[src/hdl/gol24_pkg.sv]
// Shared constants and functions for the extended Golay (24,12) decoder.
// Holds the parity matrix rows, the matrix product and the weight test.
// No dependencies.
package gol24_pkg;

  localparam int HalfW = 12;

  typedef logic [HalfW-1:0] half_t;

  typedef struct packed {
    logic  hit;
    half_t e_main;
    half_t e_other;
  } srch_t;

  localparam half_t ROWS [HalfW] = '{
    12'h7ff, 12'hee2, 12'hdc5, 12'hb8b, 12'hf16, 12'he2d,
    12'hc5b, 12'h8b7, 12'h96e, 12'hadc, 12'hdb8, 12'hb71
  };

  localparam half_t TOP_BIT = half_t'(1) << (HalfW - 1);

  function automatic half_t mat_mul(input half_t v);
    half_t r;
    r = '0;
    for (int j = 0; j < HalfW; j++) begin
      r[HalfW-1-j] = ^(ROWS[j] & v);
    end
    return r;
  endfunction

  function automatic logic weight_le(input half_t v, input logic [3:0] lim);
    logic [3:0] n;
    n = 4'd0;
    for (int k = 0; k < HalfW; k++) begin
      n = n + {3'b000, v[k]};
    end
    return n <= lim;
  endfunction

endpackage

[src/hdl/gol24_search.sv]
// Error pattern search for one syndrome of the Golay (24,12) decoder.
// Tries the syndrome alone, then each matrix row; lowest row wins.
// Depends on gol24_pkg.
module gol24_search (
  input  gol24_pkg::half_t syn,
  output gol24_pkg::srch_t res
);

  always_comb begin
    res.hit     = 1'b0;
    res.e_main  = '0;
    res.e_other = '0;
    for (int i = gol24_pkg::HalfW - 1; i >= 0; i--) begin
      if (gol24_pkg::weight_le(syn ^ gol24_pkg::ROWS[i], 4'd2)) begin
        res.hit     = 1'b1;
        res.e_main  = syn ^ gol24_pkg::ROWS[i];
        res.e_other = gol24_pkg::TOP_BIT >> i;
      end
    end
    if (gol24_pkg::weight_le(syn, 4'd3)) begin
      res.hit     = 1'b1;
      res.e_main  = syn;
      res.e_other = '0;
    end
  end

endmodule

[src/hdl/gol24_core.sv]
// Combinational decode of one 24-bit word: syndromes, both searches, correction.
// Depends on gol24_pkg and gol24_search.
module gol24_core (
  input  logic [23:0]      word,
  output gol24_pkg::half_t info_fix,
  output gol24_pkg::half_t par_fix,
  output logic             uncorr
);

  gol24_pkg::half_t info;
  gol24_pkg::half_t par;
  gol24_pkg::half_t s;
  gol24_pkg::half_t q;
  gol24_pkg::srch_t res_s;
  gol24_pkg::srch_t res_q;

  assign info = word[23:12];
  assign par  = word[11:0];
  assign s    = info ^ gol24_pkg::mat_mul(par);
  assign q    = gol24_pkg::mat_mul(s);

  gol24_search u_search_s (
    .syn (s),
    .res (res_s)
  );

  gol24_search u_search_q (
    .syn (q),
    .res (res_q)
  );

  always_comb begin
    info_fix = info;
    par_fix  = par;
    uncorr   = 1'b0;
    if (res_s.hit) begin
      info_fix = info ^ res_s.e_main;
      par_fix  = par ^ res_s.e_other;
    end else if (res_q.hit) begin
      info_fix = info ^ res_q.e_other;
      par_fix  = par ^ res_q.e_main;
    end else begin
      uncorr = 1'b1;
    end
  end

endmodule

[src/hdl/golay24_decoder.sv]
// Top level of the extended Golay (24,12) decoder.
// Depends on gol24_pkg and gol24_core.
// A word accepted into the input register is decoded by the core and lands in the result register.
// Throughput: one word per cycle; busy is low outside reset, so start may be held high.
// The input register and the result register are the only storage in the path.
// Reset clears both valid flags and holds busy high; the receiver cannot stall, so no result waits.
module golay24_decoder (
  input  logic                     clk,
  input  logic                     rst_n,
  input  logic                     start,
  output logic                     busy,
  input  logic [23:0]              in_received_word,
  output logic                     out_valid,
  output gol24_pkg::half_t         out_corrected_info,
  output gol24_pkg::half_t         out_corrected_parity,
  output logic                     out_uncorrectable
);

  logic             in_valid_r;
  logic [23:0]      in_word_r;
  logic             out_valid_r;
  gol24_pkg::half_t info_r;
  gol24_pkg::half_t par_r;
  logic             uncorr_r;
  gol24_pkg::half_t info_nxt;
  gol24_pkg::half_t par_nxt;
  logic             uncorr_nxt;

  assign busy = !rst_n;

  always_ff @(posedge clk) begin
    if (!rst_n) begin
      in_valid_r  <= 1'b0;
      out_valid_r <= 1'b0;
    end else begin
      in_valid_r  <= start && !busy;
      out_valid_r <= in_valid_r;
    end
  end

  always_ff @(posedge clk) begin
    if (start && !busy) begin
      in_word_r <= in_received_word;
    end
    if (in_valid_r) begin
      info_r   <= info_nxt;
      par_r    <= par_nxt;
      uncorr_r <= uncorr_nxt;
    end
  end

  gol24_core u_core (
    .word     (in_word_r),
    .info_fix (info_nxt),
    .par_fix  (par_nxt),
    .uncorr   (uncorr_nxt)
  );

  assign out_valid            = out_valid_r;
  assign out_corrected_info   = info_r;
  assign out_corrected_parity = par_r;
  assign out_uncorrectable    = uncorr_r;

endmodule

[config.mk]
export PLATFORM = sky130hd
export DESIGN_NAME = golay24_decoder
export DESIGN_NICKNAME = d
export VERILOG_FILES = /design/src/hdl/gol24_pkg.sv /design/src/hdl/gol24_search.sv /design/src/hdl/gol24_core.sv /design/src/hdl/golay24_decoder.sv
export SDC_FILE = /design/constraint.sdc
export NUM_CORES = 1
export LEC_CHECK = 0
export BUFFER_PORTS_ARGS = -buffer_cell sky130_fd_sc_hd__buf_2
export CAP_MARGIN = 10
export CORE_MARGIN = 3
export CORE_UTILIZATION = 57
export DETAILED_ROUTE_END_ITERATION = 16
export MAX_ROUTING_LAYER = met4
export PLACE_DENSITY = 0.77
export SLEW_MARGIN = 20
export SYNTH_ARGS = -nofsm -noshare
export SYNTH_HDL_FRONTEND = slang
export SYNTH_HIERARCHICAL = 1
export SYNTH_SLANG_ARGS = --single-unit
export TNS_END_PERCENT = 50
[constraint.sdc]
create_clock -name clk -period 17.95 [get_ports clk]
set_clock_uncertainty 0.1 [all_clocks]
set_input_delay 1.795 -clock clk [delete_from_list [all_inputs] [get_ports clk]]
set_output_delay 1.795 -clock clk [all_outputs]
set_load 0.01 [all_outputs]
Yosys cells after proc, flatten, opt, wreduce, memory -nomap -nowiden
Cells that the tools add are included.

Output and inout port bits: 27. Word-level logic and storage cells: 398. Memory bits (read-only): 0. RAM bits: 0. Latch bits: 0. Register bits: 51. Bits of input ports: 27. Memories: 0.

Reduce and logical (&&, ||, !) cells: 26. Shift-type cells: 0. $lt $le $gt $ge: 26. Multiply operators: 0. Mux-type cells: 31. Bitwise operators: 29. Equal/unequal tests: 0. Add/subtract/negate cells: 280. Div/mod/pow operators: 0.

Operator list (number): 4-bit by 1-bit adder with 4-bit output (214); 25-bit 2-to-1 mux (26); 12-bit parity (24); 7-bit inverter (22); 4-bit by 2-bit less-or-equal comparator with 1-bit output (second input constant) (26); 3-bit by 1-bit adder with 4-bit output (22); 2-bit by 1-bit adder with 3-bit output (22); 12-bit XOR (5); 12-bit 2-to-1 mux (4); 1-bit by 1-bit adder with 2-bit output (22); 11-bit inverter (2); 1-bit logical AND (1); 1-bit logical NOT (1); 1-bit 2-to-1 mux (1).

Longest topological paths before layout
Depth after elaboration: 32. Gate-level depth with buffers: 27. Depth with buffers taken out: 26.

Modules after synthesis
Netlist, hierarchy kept.

By module, submodules not included: gol24_search at u_core.u_search_q (sequential area each 0.0 µm², times used 1, area an instance 4421.7 µm², cells each 506); gol24_search at u_core.u_search_s (sequential area each 0.0 µm², times used 1, area an instance 4297.9 µm², cells each 491); gol24_core (sequential area each 0.0 µm², times used 1, area an instance 1899.3 µm², cells each 172); golay24_decoder (sequential area each 1511.4 µm², times used 1, area an instance 1534.0 µm², cells each 55).

Least setup slack after synthesis
OpenSTA, ideal clock, no wires.

Path kind: register to register. Start: reg in_word_r[11]. End: reg par_r[7], in the netlist out_corrected_parity[7] (data pin). Setup slack: 9448 ps. Period minus slack after synthesis: 8502 ps. Path buffers: 2. Data arrival time: 8140 ps. Library setup time: 262 ps. Required time: 17588 ps. Stages on the path, launching flop included: 27. Path through: edfxtp_1 -> clkbuf_1 -> xor2_1 -> xnor3_1 -> xor2_1 -> xor3_1 -> xnor2_1 -> inv_1 -> fa_1 -> inv_1 -> fa_1 -> inv_1 -> fa_1 -> inv_1 -> fa_1 -> inv_1 -> ha_1 -> fa_1 -> and3b_1 -> o211ai_1 -> o311ai_2 -> nor4_1 -> nand3_1 -> nor2b_1 -> clkbuf_1 -> a22oi_1 -> xnor2_1.

RTL lines: from (decl) (line golay24_decoder.sv:20) `logic [23:0] in_word_r;`; from (signal assigned) (line golay24_decoder.sv:43) `in_word_r <= in_received_word;`; to (signal assigned) (line golay24_decoder.sv:47) `par_r <= par_nxt;`; to (decl) (line golay24_decoder.sv:23) `gol24_pkg::half_t par_r;`.

==> impl_metrics.csv <==
group,metric,value,unit
run_status,status,"finished clean",
clock_network,cts_num_sinks,51,
worst_setup_path,critPathMaxStageDelay,690,ps
clock_network,cts_buffers,5,
synthesis,synth-edff-count,49,
detailed_routing,dr_total_vias,9372,
placed_design,gp_congestion,1.04,
worst_setup_path,critPathLaunch,"in_word_r[7]",
clock_network,cts.clk_slew.worst_paths,70,ps
clock_network,clkLatencyLatePin,290,ps
worst_setup_path,cp-start-kind,"flop",
layout,layout-drive-gt1-share,9.89,%
global_route,grt_util_all_layers,29.8,%
synthesis,yosysSeqAreaShare,12.4,%
synthesis,ys_types,85,
detailed_routing,final_antenna_net_count,0,
placed_design,hpwl,27100,um
detailed_routing,dr.pass1.iters,8,
detailed_routing,drt-total-wl,33400,um
sta,timing.fmax,0.106,GHz
synthesis,synth_flop_cell,"edfxtp_1",
sta,hold_violations,0,
worst_setup_path,path_max_fanout,23,
layout,finalInstanceArea,12900,sq um
global_route,grt_max_degree,28,
floorplan,fp.dieArea,23100,sq um
synthesis,ys_warn_count,6,
worst_setup_path,critPathArrivalTime,9370,ps
flow_run,max_cap_violations,0,
clock_network,cts_tree,"built",
detailed_routing,via_per_inst,6.07,
clock_network,ctsHoldBuffers,0,
layout,n_antenna_cell,0,
synthesis,synth.largest_area_cell,"fa_1",
worst_setup_path,end_kind,"flop",
global_route,grt_pass1_wl,53400,um
worst_setup_path,cp_top_family,"adder cells",
synthesis,ys_top_cells_by_area,"fa_1 (30%), edfxtp_1 (12%), ha_1 (11%), inv_1 (8.2%), xnor2_1 (5.8%)",
clock_network,cts-root-buf,"clkbuf_16",
global_route,gr-total-overflow,0,
clock_network,clock_path_buffers,2,
synthesis,synth_area,12200,sq um
placed_design,dpl_cell_area,12700,sq um
worst_setup_path,worst-setup-path-type,"reg2reg",
sta,period_share,52.6,%
clock_network,cts_htree_levels,2,
synthesis,synth_area_per_cell,9.93,sq um
synthesis,synth_top_area_share,30.0,%
sta,relSlewSlack,17.4,%
floorplan,initial_utilization,59.1,%
sta,fin_tns_setup,0,ps
sta,worstMarginPinSlew,1230,ps
floorplan,io_pins,54,
layout,area_delta_synth_final,6.00,%
global_route,antenna_found_initial,0,
clock_network,post_cts_buffers,0,
synthesis,synth_async_sr_flop_share,0,%
detailed_routing,wl_per_cell,21.6,um
synthesis,ys_seq_elements,51,
sta,setup_viol,0,
min_path,hold_class,"reg2reg",
worst_setup_path,timing.rr.start,"in_word_r[7]",
worst_setup_path,worstPathRequired,17870,ps
sta,slew_viol_final,0,
floorplan,fp-row-count,52,
worst_setup_path,critPathBufInv,6,
worst_setup_path,crit_path_top_delay_cell,"nor4_1",
min_path,min_from,"in_word_r[14]",
floorplan,die_w,152,um
layout,nNetsFinal,1592,
floorplan,core_area,20600,sq um
floorplan,die_y,152,um
synthesis,synth.most_common_cell,"inv_1",
synthesis,netlist_top_cells_count,"inv_1 (267), fa_1 (182), ha_1 (110)",
synthesis,syn_nets,1543,
sta,rsz0062_at_grt,"no",
detailed_routing,drc,0,
detailed_routing,drt_iter0_markers,815,
synthesis,postSynthCellCount,1224,
global_route,grt_pass1_vias,9945,
placed_design,numPortBuffers,53,
clock_network,cts_resized,0,
sta,fin_crit,9450,ps
==> per-layer routing <==
metal / global-route usage, % / wire, um / vias to the layer above
met5: - / 0 / -
met4: 9.63 / 1270 / 0
met3: 4.18 / 2780 / 104
met2: 48.9 / 16200 / 492
met1: 38.7 / 13100 / 4632
li1: - / - / 4144
==> cells by family after synthesis <==
kind of cell               after synthesis  synth area share (%)
muxes                                    3                 0.257
xor gates and xnor gates               132                  13.6
and+or+nand+nor                        215                  8.91
DFF                                     51                  12.4
buffers and inverters                  295                  9.70
AOI/OAI and AO/OA                      236                  13.8
adders and majority gates              292                  41.3
==> cell usage in the layout, fill, tap and decap left out, types with 10 or more instances in the layout <==
master / netlist / final
o21ai_0: 29 / 28
a31oi_1: 11 / 11
and2_1: 12 / 11
inv_1: 267 / 267
nor3_1: 17 / 17
ha_1: 110 / 110
fa_1: 182 / 182
buf_4: 1 / 17
xnor3_1: 20 / 20
a22oi_1: 23 / 23
a21oi_1: 56 / 56
xor2_1: 15 / 15
nand2_1: 48 / 48
buf_2: 10 / 53
nand3_1: 23 / 23
nor2_1: 54 / 54
xnor2_1: 81 / 81
edfxtp_1: 49 / 49
o211ai_1: 20 / 20
a21o_1: 12 / 12
and3_1: 10 / 10
==> final timing paths <==
check | end | slack (ps) | depth (start not counted)
min reg2reg | out_corrected_info[2] | 510 | 1
min | out_corrected_info[2] | 510 | 1
max reg2reg | out_corrected_parity[2] | 8500 | 25
max | out_corrected_parity[2] | 8500 | 25
==> final cells by class <==
class / instances / area (sq um)
Fill cell: 1728 / 7680
Multi-Input combinational cell: 878 / 9470
Timing Repair Buffer: 70 / 393
Inverter: 267 / 1000
Clock inverter: 3 / 43.8
Sequential cell: 51 / 1510
Clock buffer: 5 / 125
Tap cell: 270 / 338
==> stage by stage <==
stage / hold slack, ps / cells / utilization, % / setup WS [ps]
5_1_grt: 531 / 1544 / 62.7 / 7990
2_1_floorplan: 462 / 1224 / - / 9450
3_5_place_dp: 497 / 1536 / 61.8 / 8590
4_1_cts: 511 / 1544 / 62.6 / 8550
3_3_place_gp: 486 / 1536 / 61.8 / 8760
6_report: 511 / 1544 / 62.7 / 8500
==> worst register-to-register path, delay by kind of cell (launching register included) <==
family / cells / cell delay, ps
xor+xnor: 6 / 2570
flops: 1 / 510
buf+inv: 6 / 890
fa+ha+maj: 6 / 2670
simple gates: 4 / 1340
compound gates: 3 / 1130
==> state kept, by name, indices dropped and copies added, names as in the netlist <==
| signal | cells |
|---|---|
| out_valid | 1 |
| out_uncorrectable | 1 |
| in_word_r | 24 |
| in_valid_r | 1 |
| out_corrected_parity | 12 |
| out_corrected_info | 12 |
Power is not shown: default switching activity piles up to over one toggle a cycle in this logic, so the estimate is an artifact.
